--- src/sv/csb_pkg.sv ---
`timescale 1ns / 1ps
// Shared types and constants for the compressed superblock co-allocation tracker.
// No dependencies; every other file imports this package.
package csb_pkg;

   localparam int SIZE_W  = 11;
   localparam int BB_W    = 8;
   localparam int COUNT_W = 3;
   localparam logic [BB_W-1:0] BLOCK_BYTES_RESET = 8'd64;

   typedef enum logic [1:0] {
      KIND_SET     = 2'd0,
      KIND_INV     = 2'd1,
      KIND_INV_ALL = 2'd2,
      KIND_PROBE   = 2'd3
   } kind_type;

   localparam logic [1:0] OW_SAME     = 2'd0;
   localparam logic [1:0] OW_EXPAND   = 2'd1;
   localparam logic [1:0] OW_CONTRACT = 2'd2;

   typedef struct packed {
      kind_type          kind;
      logic [1:0]        way;
      logic [SIZE_W-1:0] size_bits;
   } req_type;

   typedef struct packed {
      logic               can_coallocate;
      logic [1:0]         overwrite_kind;
      logic               all_compressed;
      logic [COUNT_W-1:0] valid_count;
      logic               any_valid;
      logic [SIZE_W-1:0]  worst_size;
   } rsp_type;

   typedef struct packed {
      logic              all_compressed;
      logic              any_valid;
      logic [SIZE_W-1:0] worst_size;
   } summary_type;

   typedef struct packed {
      logic [SIZE_W-1:0] num;
      logic [SIZE_W-1:0] den;
   } frac_type;

endpackage

--- src/sv/csb_ways.sv ---
`timescale 1ns / 1ps
// Per-way state of the superblock (valid, size, compressed flag) and its summary.
// Depends on csb_pkg.
module csb_ways #(
   parameter int WAYS = 4,
   localparam int CW = $clog2(WAYS + 1)
) (
   input  logic                        clock,
   input  logic                        reset,
   input  logic                        upd,
   input  csb_pkg::req_type            item,
   input  logic [csb_pkg::SIZE_W-1:0]  blk_bits,
   output csb_pkg::summary_type        summ,
   output logic [CW-1:0]               count
);
   import csb_pkg::*;

   logic [WAYS-1:0]   valid_ff;
   logic [WAYS-1:0]   valid_in;
   logic [WAYS-1:0]   comp_ff;
   logic [WAYS-1:0]   comp_in;
   logic [SIZE_W-1:0] size_ff [WAYS];
   logic [SIZE_W-1:0] size_in [WAYS];
   logic [SIZE_W-1:0] capped;
   logic [SIZE_W-1:0] worst;
   logic [CW-1:0]     cnt;
   logic              allc;

   always_comb begin
      for (int w = 0; w < WAYS; w++) begin
         valid_in[w] = valid_ff[w];
         comp_in[w]  = comp_ff[w];
         size_in[w]  = size_ff[w];
         unique case (item.kind)
            KIND_SET: begin
               if (32'(item.way) == w) begin
                  valid_in[w] = 1'b1;
                  size_in[w]  = item.size_bits;
                  comp_in[w]  = (item.size_bits == '0) || (item.size_bits < blk_bits);
               end
            end
            KIND_INV: begin
               if (32'(item.way) == w) begin
                  valid_in[w] = 1'b0;
                  comp_in[w]  = 1'b0;
                  size_in[w]  = '0;
               end
            end
            KIND_INV_ALL: begin
               valid_in[w] = 1'b0;
               comp_in[w]  = 1'b0;
               size_in[w]  = '0;
            end
            KIND_PROBE: begin
            end
         endcase
      end
   end

   always_comb begin
      cnt    = '0;
      worst  = '0;
      allc   = 1'b1;
      capped = '0;
      for (int w = 0; w < WAYS; w++) begin
         if (valid_in[w]) begin
            cnt    = cnt + CW'(1);
            capped = (size_in[w] > blk_bits) ? blk_bits : size_in[w];
            if (capped > worst) begin
               worst = capped;
            end
            if (!comp_in[w]) begin
               allc = 1'b0;
            end
         end
      end
   end

   assign count               = cnt;
   assign summ.all_compressed = allc;
   assign summ.any_valid      = (cnt != '0);
   assign summ.worst_size     = worst;

   always_ff @(posedge clock) begin
      if (reset) begin
         valid_ff <= '0;
      end else if (upd) begin
         valid_ff <= valid_in;
      end
   end

   always_ff @(posedge clock) begin
      if (upd) begin
         comp_ff <= comp_in;
         size_ff <= size_in;
      end
   end

endmodule

--- src/sv/csb_probe.sv ---
`timescale 1ns / 1ps
// Probe evaluation: packing factors as exact fractions, cross-multiplied compares.
// Depends on csb_pkg.
module csb_probe #(
   parameter int WAYS = 4,
   localparam int CW = $clog2(WAYS + 1)
) (
   input  logic [csb_pkg::SIZE_W-1:0]  blk_bits,
   input  logic [csb_pkg::SIZE_W-1:0]  size_bits,
   input  csb_pkg::summary_type        summ,
   input  logic [CW-1:0]               count,
   output logic                        coalloc,
   output logic [1:0]                  okind
);
   import csb_pkg::*;

   localparam int WW = $clog2(WAYS + 1);
   localparam int PW = SIZE_W + WW;
   localparam int NW = $clog2(WAYS + 2);
   localparam int FW = SIZE_W + NW;
   localparam int XW = 2 * SIZE_W;

   function automatic frac_type factor_of(logic [SIZE_W-1:0] s, logic [SIZE_W-1:0] b);
      frac_type      f;
      logic [PW-1:0] scaled;
      scaled = PW'(s) * PW'(WAYS);
      if (s > b) begin
         f.num = SIZE_W'(1);
         f.den = SIZE_W'(1);
      end else if ((s == '0) || (PW'(b) >= scaled)) begin
         f.num = SIZE_W'(WAYS);
         f.den = SIZE_W'(1);
      end else begin
         f.num = b;
         f.den = s;
      end
      return f;
   endfunction

   frac_type      cur;
   frac_type      nf;
   logic [XW-1:0] lhs;
   logic [XW-1:0] rhs;
   logic [NW-1:0] next_cnt;
   logic [FW-1:0] need_cur;
   logic [FW-1:0] need_nf;
   logic          fit_cur;
   logic          fit_nf;
   logic          nf_big;

   always_comb begin
      if (summ.any_valid) begin
         cur = factor_of(summ.worst_size, blk_bits);
      end else begin
         cur.num = SIZE_W'(1);
         cur.den = SIZE_W'(1);
      end
   end

   assign nf  = factor_of(size_bits, blk_bits);
   assign lhs = XW'(nf.num) * XW'(cur.den);
   assign rhs = XW'(cur.num) * XW'(nf.den);

   assign next_cnt = NW'(count) + NW'(1);
   assign need_cur = FW'(next_cnt) * FW'(cur.den);
   assign need_nf  = FW'(next_cnt) * FW'(nf.den);
   assign fit_cur  = (cur.num > cur.den) && (need_cur <= FW'(cur.num));
   assign fit_nf   = (need_nf <= FW'(nf.num));
   assign nf_big   = (nf.num > nf.den);

   always_comb begin
      priority if (lhs < rhs) begin
         okind = OW_EXPAND;
      end else if (lhs > rhs) begin
         okind = OW_CONTRACT;
      end else begin
         okind = OW_SAME;
      end
   end

   always_comb begin
      if (!summ.all_compressed || !nf_big) begin
         coalloc = 1'b0;
      end else if (count == '0) begin
         coalloc = fit_nf;
      end else if (rhs < lhs) begin
         coalloc = fit_cur;
      end else begin
         coalloc = fit_nf;
      end
   end

endmodule

--- src/sv/compressed_superblock_coalloc_top.sv ---
`timescale 1ns / 1ps
// Top level of the compressed superblock co-allocation tracker.
// Depends on csb_pkg, csb_ways and csb_probe.
//
// One request word can be taken on every clock and gives exactly one response word.
// The word is registered, the way-state update and the probe evaluation (two 11x11
// cross-multiplications and two count-by-denominator products) run in a single
// stage, and the response is registered: the word moves into the response register
// when it is free or being read, and waits while a stalled response holds it.
// The response register lets a new request be taken while a finished response waits;
// with both registers full and rsp_ready low the input stalls. The block
// size register is written through csr_we/csr_wdata and should only change while
// no request is in flight.
module compressed_superblock_coalloc_top #(
   parameter int WAYS = 4
) (
   input  logic                      clock,
   input  logic                      reset,
   input  logic                      req_valid,
   output logic                      req_ready,
   input  csb_pkg::req_type          req_data,
   output logic                      rsp_valid,
   input  logic                      rsp_ready,
   output csb_pkg::rsp_type          rsp_data,
   input  logic                      csr_we,
   input  logic [csb_pkg::BB_W-1:0]  csr_wdata
);
   import csb_pkg::*;

   localparam int CW = $clog2(WAYS + 1);

   logic [BB_W-1:0]   bb_ff;
   req_type           in_ff;
   logic              in_vld_ff;
   logic              in_vld_in;
   rsp_type           rsp_ff;
   rsp_type           rsp_in;
   logic              rsp_vld_ff;
   logic              rsp_vld_in;
   logic              advance;
   logic              req_fire;
   logic [SIZE_W-1:0] blk_bits;
   summary_type       summ;
   logic [CW-1:0]     count;
   logic              coalloc;
   logic [1:0]        okind;
   logic              is_probe;

   assign blk_bits  = {bb_ff, 3'b000};
   assign advance   = in_vld_ff && (!rsp_vld_ff || rsp_ready);
   assign req_ready = !in_vld_ff || advance;
   assign req_fire  = req_valid && req_ready;

   csb_ways #(.WAYS(WAYS)) u_ways (
      .clock    (clock),
      .reset    (reset),
      .upd      (advance),
      .item     (in_ff),
      .blk_bits (blk_bits),
      .summ     (summ),
      .count    (count)
   );

   csb_probe #(.WAYS(WAYS)) u_probe (
      .blk_bits  (blk_bits),
      .size_bits (in_ff.size_bits),
      .summ      (summ),
      .count     (count),
      .coalloc   (coalloc),
      .okind     (okind)
   );

   assign is_probe = (in_ff.kind == KIND_PROBE);

   always_comb begin
      rsp_in.can_coallocate = is_probe && coalloc;
      rsp_in.overwrite_kind = is_probe ? okind : OW_SAME;
      rsp_in.all_compressed = summ.all_compressed;
      rsp_in.valid_count    = COUNT_W'(count);
      rsp_in.any_valid      = summ.any_valid;
      rsp_in.worst_size     = summ.worst_size;
   end

   always_comb begin
      in_vld_in  = req_fire ? 1'b1 : (advance ? 1'b0 : in_vld_ff);
      rsp_vld_in = advance ? 1'b1 : (rsp_ready ? 1'b0 : rsp_vld_ff);
   end

   always_ff @(posedge clock) begin
      if (reset) begin
         bb_ff      <= BLOCK_BYTES_RESET;
         in_ff      <= '0;
         in_vld_ff  <= 1'b0;
         rsp_vld_ff <= 1'b0;
      end else begin
         if (csr_we) begin
            bb_ff <= csr_wdata;
         end
         if (req_fire) begin
            in_ff <= req_data;
         end
         in_vld_ff  <= in_vld_in;
         rsp_vld_ff <= rsp_vld_in;
      end
   end

   always_ff @(posedge clock) begin
      if (advance) begin
         rsp_ff <= rsp_in;
      end
   end

   assign rsp_valid = rsp_vld_ff;
   assign rsp_data  = rsp_ff;

endmodule

--- config.mk ---
export PLATFORM = sky130hd
export DESIGN_NAME = compressed_superblock_coalloc_top
export DESIGN_NICKNAME = d
export VERILOG_FILES = /design/src/sv/csb_pkg.sv /design/src/sv/csb_ways.sv /design/src/sv/csb_probe.sv /design/src/sv/compressed_superblock_coalloc_top.sv
export SDC_FILE = /design/constraint.sdc
export NUM_CORES = 1
export LEC_CHECK = 0
export ABC_AREA = 0
export CAP_MARGIN = 30
export CORE_ASPECT_RATIO = 1.1
export CORE_MARGIN = 2
export CORE_UTILIZATION = 35
export CTS_CLUSTER_SIZE = 30
export DETAILED_ROUTE_END_ITERATION = 6
export DONT_BUFFER_PORTS = 1
export PLACE_DENSITY = 0.56
export SETUP_SLACK_MARGIN = 0.5
export SYNTH_ARGS = -nofsm -noshare
export SYNTH_HDL_FRONTEND = slang
export SYNTH_HIERARCHICAL = 1
export SYNTH_SLANG_ARGS = --single-unit
--- constraint.sdc ---
create_clock -name clock -period 23.2 [get_ports clock]
set_input_delay 2.32 -clock clock [delete_from_list [all_inputs] [get_ports clock]]
set_output_delay 2.32 -clock clock [all_outputs]
set_load 0.05 [all_outputs]
==> Word-level counts from Yosys, hierarchy flattened <==
Cells that the tools add are included.
{ "totals": {"input_bits": 28, "ff_bits": 96, "out_inout_bits": 21} }
{ "classes": {"bitwise_logic": 1, "order_cmp": 20, "addsub": 4, "n_mux": 74, "reduce_logical": 23, "n_eq_ne": 6, "n_mul": 4} }
{ "op_table": {"columns": ["operator", "n"], "rows": [
  ["$mux W11", 20],
  ["$pmux W11 S3", 4],
  ["$gt A11 B11 Y1", 11],
  ["$mux W22", 5],
  ["$lt A22 B22 Y1", 2],
  ["$mul A11 B11 Y22", 2],
  ["$mux W1", 33],
  ["$le A14 B11 Y1", 2],
  ["$mul A3 B11 Y14", 2],
  ["$ge A11 B13 Y1", 2],
  ["$pmux W1 S3", 8],
  ["$gt A22 B22 Y1", 1],
  ["$logic_not A11 Y1", 2],
  ["$gt A11 B1 Y1 const B", 1],
  ["$lt A11 B11 Y1", 1],
  ["$add A3 B1 Y3 const B", 3],
  ["$mux W3", 3],
  ["$eq A2 B2 Y1 const B", 4],
  ["$logic_or A1 B1 Y1", 6],
  ["$eq A2 B1 Y1 const B", 2],
  ["$logic_and A1 B1 Y1", 4],
  ["$logic_not A1 Y1", 4],
  ["$logic_not A2 Y1", 2],
  ["$reduce_bool A2 Y1", 2],
  ["6 further kinds", 6]
]} }

==> Longest topological paths before layout <==
Gate-level depths: netlist of the first run.
{ "depth": {"depth_word": 29, "mapped_depth": 83} }

==> Modules after synthesis <==
Netlist of the first run, hierarchy kept.
{ "by_module_without_submodules": {"columns": ["module", "n_inst", "cells_each", "area_each_um2"], "rows": [
  ["csb_probe", 1, 1584, 12985.0],
  ["csb_ways", 1, 732, 6289.8],
  ["compressed_superblock_coalloc_top", 1, 126, 1645.3]
]} }

==> Worst setup path after synthesis of the first run <==
No wires, ideal clock.
{ "synth_timing": {"kind": "register to register", "startpoint": "register in_ff[13] (netlist name)", "endpoint": "register rsp_ff (netlist bit rsp_data[18]) (data pin)", "setup_ns": 0.255, "required_ns": 22.945, "setup_slack_ns": 7.370, "stages_incl_launch_ff": 79, "arrival_ns": 15.575, "path_cell_list": "dfxtp_1 buf_2 buf_1 clkbuf_1 nand3_1 o21ai_0 ha_1 a211oi_1 nand2_1 o2111ai_1 a31oi_1 buf_2 mux2i_1 inv_1 ha_1 a211o_1 o221ai_1 a21oi_1 [43 not listed] ha_1 and4_1 and2_1 o21ai_0 o211ai_1 a31o_2 a21oi_1 xnor2_1 ha_1 and4_1 nand4_1 nor3_1 o31ai_1 o211ai_1 inv_1 nand2b_1 o32ai_1 and3_1"} }
{ "synth_lines": {"columns": ["element", "line_no", "rtl"], "rows": [
  ["start, declared", "compressed_superblock_coalloc_top.sv:33", "req_type in_ff;"],
  ["start signal, assigned", "compressed_superblock_coalloc_top.sv:100", "in_ff <= req_data;"],
  ["end signal, assigned", "compressed_superblock_coalloc_top.sv:109", "rsp_ff <= rsp_in;"],
  ["end, declared", "compressed_superblock_coalloc_top.sv:36", "rsp_type rsp_ff;"]
]} }

==> results_dict.tcl, run 1 <==
set metrics [dict create \
    status "finished, final reports clean" \
    p_leak_nw 10.1 \
    rows 94 \
    synth_async_sr_flop_share_pct 0 \
    n_antenna_cell 0 \
    pre_cts_slack_ns 2.79 \
    skew_ns 0.0201 \
    hold_class "register to register" \
    grt_use_total_pct 23.0 \
    place_congestion 0.955 \
    synthToLayoutAreaGrowth_pct 4.83 \
    cp-start-kind "register" \
    die_h_um 260 \
    fillers 6025 \
    dp_hpwl_um 54200 \
    finalPower_mw 1.96 \
    yosysWarnings 6 \
    io_pins 49 \
    p_per_area_nw_per_um2 89.2 \
    synth_edf_count 67 \
    drt-initial-drc-count 1554 \
    dr.pass1.iters 6 \
    setup_viol 0 \
    grt_max_degree 111 \
    drive_above_1_share_pct 6.86 \
    post-cts-setup-buffer-count 0 \
    insertion_delay_ns 0.38 \
    drc 0 \
    slowest_stage "o21ai_0" \
    finalHoldViolations 0 \
    fin_crit_sh_pct 88.4 \
    ir_drop_uv 105 \
    drt_wl_total_um 70500 \
    ys_seq_area_share_pct 12.4 \
    die_w_um 237 \
    period_minus_slack_ns 20.51 \
    viasPerCell 5.82 \
    grt_first_pass_wirelength_um 110000 \
    start_util_pct 35.2 \
    port_buffers 0 \
    antenna_found_initial 1 \
    clockBufferDepth 2 \
    max_freq_ghz 0.0488 \
    slew_headroom_pct 29.8 \
    slew_violations 0 \
    fin_ws_ns 2.69 \
    worstSetupPathType "register to register" \
    cts-root-buf "clkbuf_16" \
    worst_pin_slew_ns 1.04 \
    clock-sinks 96 \
    grt_overflow 0 \
    clk_pin_slew_worst_paths_ns 0.09 \
    ant_nets 0 \
    finalNetCount 2954 \
    cts_buffers 9 \
    grt_pass1_vias 18800 \
    syn_inst 2442 \
    worst_path_most_repeated_cell "ha_1" \
    num_vias 18500 \
    maxCapViolations 0 \
    cp_data_arrival_time_ns 20.66 \
    ctsResizeCount 0 \
    tritoncts "built" \
    tns_ns 0 \
    crit_required_ns 23.35 \
    htree_levels 3 \
    critPathMaxFanout 71 \
    post_synth_num_cell_types 94 \
    end_kind "register" \
    rsz0062_at_grt "no" \
    die-area_sq_um 61700 \
    wl_per_cell_um 22.2 \
    core_sq_um 59500 \
    ys_ff_latch 96 \
    ctsHoldBuffers 0 \
    syn-cell-area_sq_um 20900 \
    cpPeakStageDelay_ns 0.86 \
    synth.avg_cell_area_sq_um 8.57 \
    synthFlopType "edfxtp_1" \
]
==> cell usage after synthesis, types with 10 or more instances <==
cell	n	share of area (%)
o21ai_2	10	0.42
mux2i_1	19	0.91
nor2b_1	16	0.48
o21ai_0	94	2.2
a221oi_1	13	0.54
clkbuf_1	44	0.79
o211ai_1	26	0.93
ha_1	344	21
inv_2	17	0.31
o21bai_1	10	0.36
o22ai_1	15	0.45
nor4_1	14	0.42
a22oi_1	36	1.3
nor3_1	98	2.3
xor2_1	17	0.71
a21o_1	22	0.79
mux2_2	15	0.81
a21oi_1	121	2.9
and3_1	48	1.4
nand2_1	116	2.1
nand4b_1	16	0.67
buf_2	37	0.89
nand3_1	168	4.0
nand2b_1	34	1.0
nor3_2	17	0.81
and2_1	17	0.51
inv_1	318	5.7
nor2_1	114	2.0
a311oi_1	17	0.71
dfxtp_1	29	2.8
o21a_1	33	1.2
fa_1	180	17
buf_6	28	1.5
a211oi_1	35	1.3
nand4_1	34	1.0
edfxtp_1	67	9.6
xnor2_1	29	1.2
o31ai_1	11	0.39
==> area by class of cell <==
class / count / area (sq um) / area share (%)
clock inverter: 7 / 81.3 / 0.371
sequential: 96 / 2590 / 11.8
inverter: 340 / 1280 / 5.82
timing repair buffer: 40 / 340 / 1.55
tap: 768 / 961 / 4.38
clock buffer: 9 / 225 / 1.03
multi-input combinational: 1915 / 16500 / 75.0
==> cell usage in the layout, fill, tap and decap left out, types with 9 or more instances in the layout <==
cell type,instances
nand4b_1,16
edfxtp_1,67
o31ai_1,11
a211oi_1,35
o211ai_1,26
nor3_2,16
buf_4,38
nor2_1,114
a21oi_1,121
a21o_1,22
fa_1,180
nand2b_1,34
o22ai_1,15
inv_1,318
nor3_1,98
a22oi_1,36
o21bai_1,10
nand2_1,115
xor2_1,17
and3_1,48
dfxtp_1,28
o21ai_2,10
inv_2,17
mux2i_1,19
mux2_2,15
a311oi_1,17
clkbuf_16,9
ha_1,344
nor2b_1,16
a31oi_1,9
o21a_1,33
nor4_1,14
a221oi_1,13
nand4_1,34
nand3_1,168
conb_1,33
o21ai_0,94
and2_1,16
xnor2_1,29
==> per-layer routing <==
metal | track usage, % | vias to the layer above | part of all wire [%]
met5 | 0 | - | 0
met4 | 13.3 | 0 | 5.9
met3 | 1.90 | 181 | 4.4
met2 | 40.3 | 649 | 49
met1 | 27.7 | 9056 | 41
li1 | - | 8597 | -
==> state kept, by name, summed over array words and instances (netlist names) <==
signal           count
in_ff               15
u_ways/valid_ff      4
bb_ff                8
u_ways/size_ff      44
rsp_valid            1
in_vld_ff            1
u_ways/comp_ff       4
rsp_data            19
==> kinds of logic (layout without fill, tap and decap cells) <==
family,after synthesis,in the layout,share of synthesized area [%]
muxes,34,34,1.72
buffers and inverters,463,396,9.67
other,1,33,0.0179
xor gates and xnor gates,46,46,1.93
and+or+nand+nor,734,734,18.7
adders and majority gates,524,524,37.8
AOI/OAI and AO/OA,544,544,17.8
DFF,96,96,12.4
==> worst max-delay path: cells and delay by family, from the launching register on <==
kind            cells  cell delay [ns]
mux                 1             0.59
compound gates     32             7.59
simple gates       16             5.21
buf+inv             7             1.48
fa+ha+maj          12             4.71
flops               1             0.48
xor+xnor            1             0.16
==> where the power goes <==
| group | internal [mW] | total (mW) | switching, mW |
|---|---|---|---|
| Combinational | 0.528 | 1.56 | 1.04 |
| Clock | 0.0775 | 0.165 | 0.0874 |
| Sequential | 0.202 | 0.227 | 0.0244 |
==> per-stage QoR <==
step / instance area (sq um) / util (%) / hold WS (ns) / std cells
2_1_floorplan: 21000 / - / 0.454 / 2474
3_3_place_gp: 21600 / 36.2 / 0.474 / 3156
3_5_place_dp: 21600 / 36.3 / 0.479 / 3158
4_1_cts: 21900 / 36.8 / 0.492 / 3174
5_1_grt: 21900 / 36.8 / 0.538 / 3175
6_report: 21900 / 36.8 / 0.484 / 3175
==> final timing paths <==
path	startpoint	to	slack (ns)	cells after the start
worst max-delay path	in_ff[13]	rsp_data[18]	2.69	69
worst min-delay path	u_ways/valid_ff[0]	u_ways/valid_ff[0]	0.48	2
worst max register to register	in_ff[13]	rsp_data[18]	2.69	69
worst min register to register	u_ways/valid_ff[0]	u_ways/valid_ff[0]	0.48	2
Note: power is estimated with default switching activity, not from simulation.
==> inputs of run 2 (changes only) <==
--- a/config.mk
+++ b/config.mk
@@ -9,11 +9,11 @@
 export CAP_MARGIN = 30
 export CORE_ASPECT_RATIO = 1.1
 export CORE_MARGIN = 2
-export CORE_UTILIZATION = 35
+export CORE_UTILIZATION = 55
 export CTS_CLUSTER_SIZE = 30
 export DETAILED_ROUTE_END_ITERATION = 6
 export DONT_BUFFER_PORTS = 1
-export PLACE_DENSITY = 0.56
+export PLACE_DENSITY = 0.8
 export SETUP_SLACK_MARGIN = 0.5
 export SYNTH_ARGS = -nofsm -noshare
 export SYNTH_HDL_FRONTEND = slang
==> constraint.sdc (replaced) <==
create_clock -name clock -period 16.5 [get_ports clock]
set_input_delay 1.65 -clock clock [delete_from_list [all_inputs] [get_ports clock]]
set_output_delay 1.65 -clock clock [all_outputs]
set_load 0.05 [all_outputs]
==> run 2 against run 1 <==
The flow now finishes with violations (DRC). Cell count shrank 3.4%. Count of clock-buffer cells in the layout rose by 1. Largest cell class unchanged. Power increased by 72%. Sequential power grew 40%. Critical endpoint unchanged. Register-to-register slack got worse by 1.8 ns.
==> results_dict.tcl, run 2 (synthesis results as in run 1) <==
set metrics [dict create \
    dpl.cell_count 2979 \
    grt_first_pass_wirelength_um 110000 \
    core_sq_um 37300 \
    slowest_stage "fa_1" \
    clk_pin_slew_worst_paths_ns 0.08 \
    drive_above_1_share_pct 18.0 \
    multi_input_area_sq_um 17400 \
    cpPeakStageDelay_ns 0.57 \
    clock-sinks 96 \
    r2r_cells 78 \
    drt-initial-drc-count 2066 \
    wl_per_cell_um 23.8 \
    drc 16 \
    finalPower_mw 3.36 \
    regMostFlops "u_ways/size_ff" \
    place_congestion 1.05 \
    cp_data_arrival_time_ns 15.75 \
    fin_ws_ns 0.879 \
    status "finished with violations" \
    tns_ns 0 \
    io_pins 49 \
    n_antenna_cell 0 \
    viasPerCell 6.67 \
    placed_area_sq_um 22000 \
    setup_viol 0 \
    end_kind "register" \
    skew_ns 0.00950 \
    final_cell_mix "ha_1, inv_1, fa_1, buf_4, nand3_1" \
    port_buffers 0 \
    start_util_pct 56.1 \
    violations "DRC" \
    drt_wl_total_um 72900 \
    p_leak_nw 11.1 \
    tritoncts "built" \
    finalNetCount 3120 \
    grt_use_total_pct 35.6 \
    ff_latch_area_sq_um 2600 \
    pre_cts_slack_ns -0.196 \
    num_vias 20400 \
    utilization_pct 64.2 \
    max_freq_ghz 0.0640 \
    finalHoldViolations 0 \
    clockBufferDepth 2 \
    die_w_um 190 \
    hold_class "register to register" \
    slew_headroom_pct 26.2 \
    rsz0062_at_grt "no" \
    dp_hpwl_um 53800 \
    cts_buffers 9 \
    fin_crit_sh_pct 94.7 \
    fin_cells 3067 \
    grt_pass1_vias 20300 \
    htree_levels 3 \
    p_per_area_nw_per_um2 140 \
    period_minus_slack_ns 15.62 \
    die-area_sq_um 39600 \
    antenna_found_initial 0 \
    grt_max_degree 89 \
    worstSetupPathType "register to register" \
    ant_nets 0 \
    critPathMaxFanout 10 \
    cts-root-buf "clkbuf_16" \
    timing.hold.ws_ns 0.504 \
    synthToLayoutAreaGrowth_pct 14.4 \
    cp-start-kind "register" \
    final_common_cell "ha_1" \
    ir_drop_uv 104 \
    die_h_um 209 \
    fillers 3049 \
    dr.pass1.iters 7 \
    rows 74 \
    maxCapViolations 0 \
    worst_path_most_repeated_cell "ha_1" \
    crit_required_ns 16.63 \
    worst_pin_slew_ns 1.10 \
    final_cell_area_sq_um 23900 \
    largest_register_ffs 44 \
    slew_violations 0 \
    whs_path_depth 2 \
    insertion_delay_ns 0.38 \
    grt_overflow 0 \
]
==> run 2: changes by cell type in the layout (fill, tap and decap cells not counted), sizes merged <==
cell and delta:
and2 +2, clkbuf +6, clkinv -2, a2111o +2, inv +1, buf +156
nand2 +1
==> run 2: where the power goes <==
| group | switching [mW] | leakage (nW) | internal [mW] |
|---|---|---|---|
| registers | 0.0330 | 0.881 | 0.284 |
| logic | 1.71 | 10.0 | 1.11 |
| clock network | 0.113 | 0.148 | 0.110 |
| total | 1.85 | 11.1 | 1.50 |
==> run 2: critical path, delay by kind of cell, from the launching register on <==
family	cells	cell delay, ns
AOI/OAI and AO/OA	31	5.54
xor gates and xnor gates	1	0.14
adders and majority gates	12	4.30
buffers and inverters	18	2.27
DFF	1	0.32
muxes	1	0.24
and+or+nand+nor	15	2.54
==> run 2: area by class of cell <==
| type | count | area share [%] |
|---|---|---|
| repair buffers | 201 | 7.41 |
| clock buffers | 10 | 0.998 |
| well taps | 494 | 2.58 |
| inverters | 340 | 5.35 |
| multi-input cells | 1920 | 72.6 |
| flip-flops and latches | 96 | 10.9 |
| clock inverters | 6 | 0.230 |
==> run 2: path summary, 6_finish.rpt <==
kind	from	endpoint	slack (ns)
worst max-delay path	in_ff[12]	rsp_data[18]	0.88
worst min-delay path	u_ways/valid_ff[0]	u_ways/valid_ff[0]	0.50
worst max register to register	in_ff[12]	rsp_data[18]	0.88
worst min register to register	u_ways/valid_ff[0]	u_ways/valid_ff[0]	0.50
==> run 2: per-layer routing <==
layer / vias up / global-route usage, % / share of wire [%] / wire length (um)
met5: - / 0 / 0 / 0
met4: 0 / 26.4 / 8.9 / 6470
met3: 432 / 7.96 / 9.9 / 7190
met2: 1272 / 57.6 / 46 / 33700
met1: 9792 / 41.1 / 35 / 25600
li1: 8953 / - / - / -
==> run 2: what timing repair did <==
item / 4_1_cts / 5_1_grt
hold endpoints to repair: 0 / 0
setup buffers: 11 / 47
setup endpoints to repair: 3 / 3
resized for setup: 18 / 214
gates cloned: 2 / 11
hold buffers: 0 / 0
pin swaps: 7 / 109
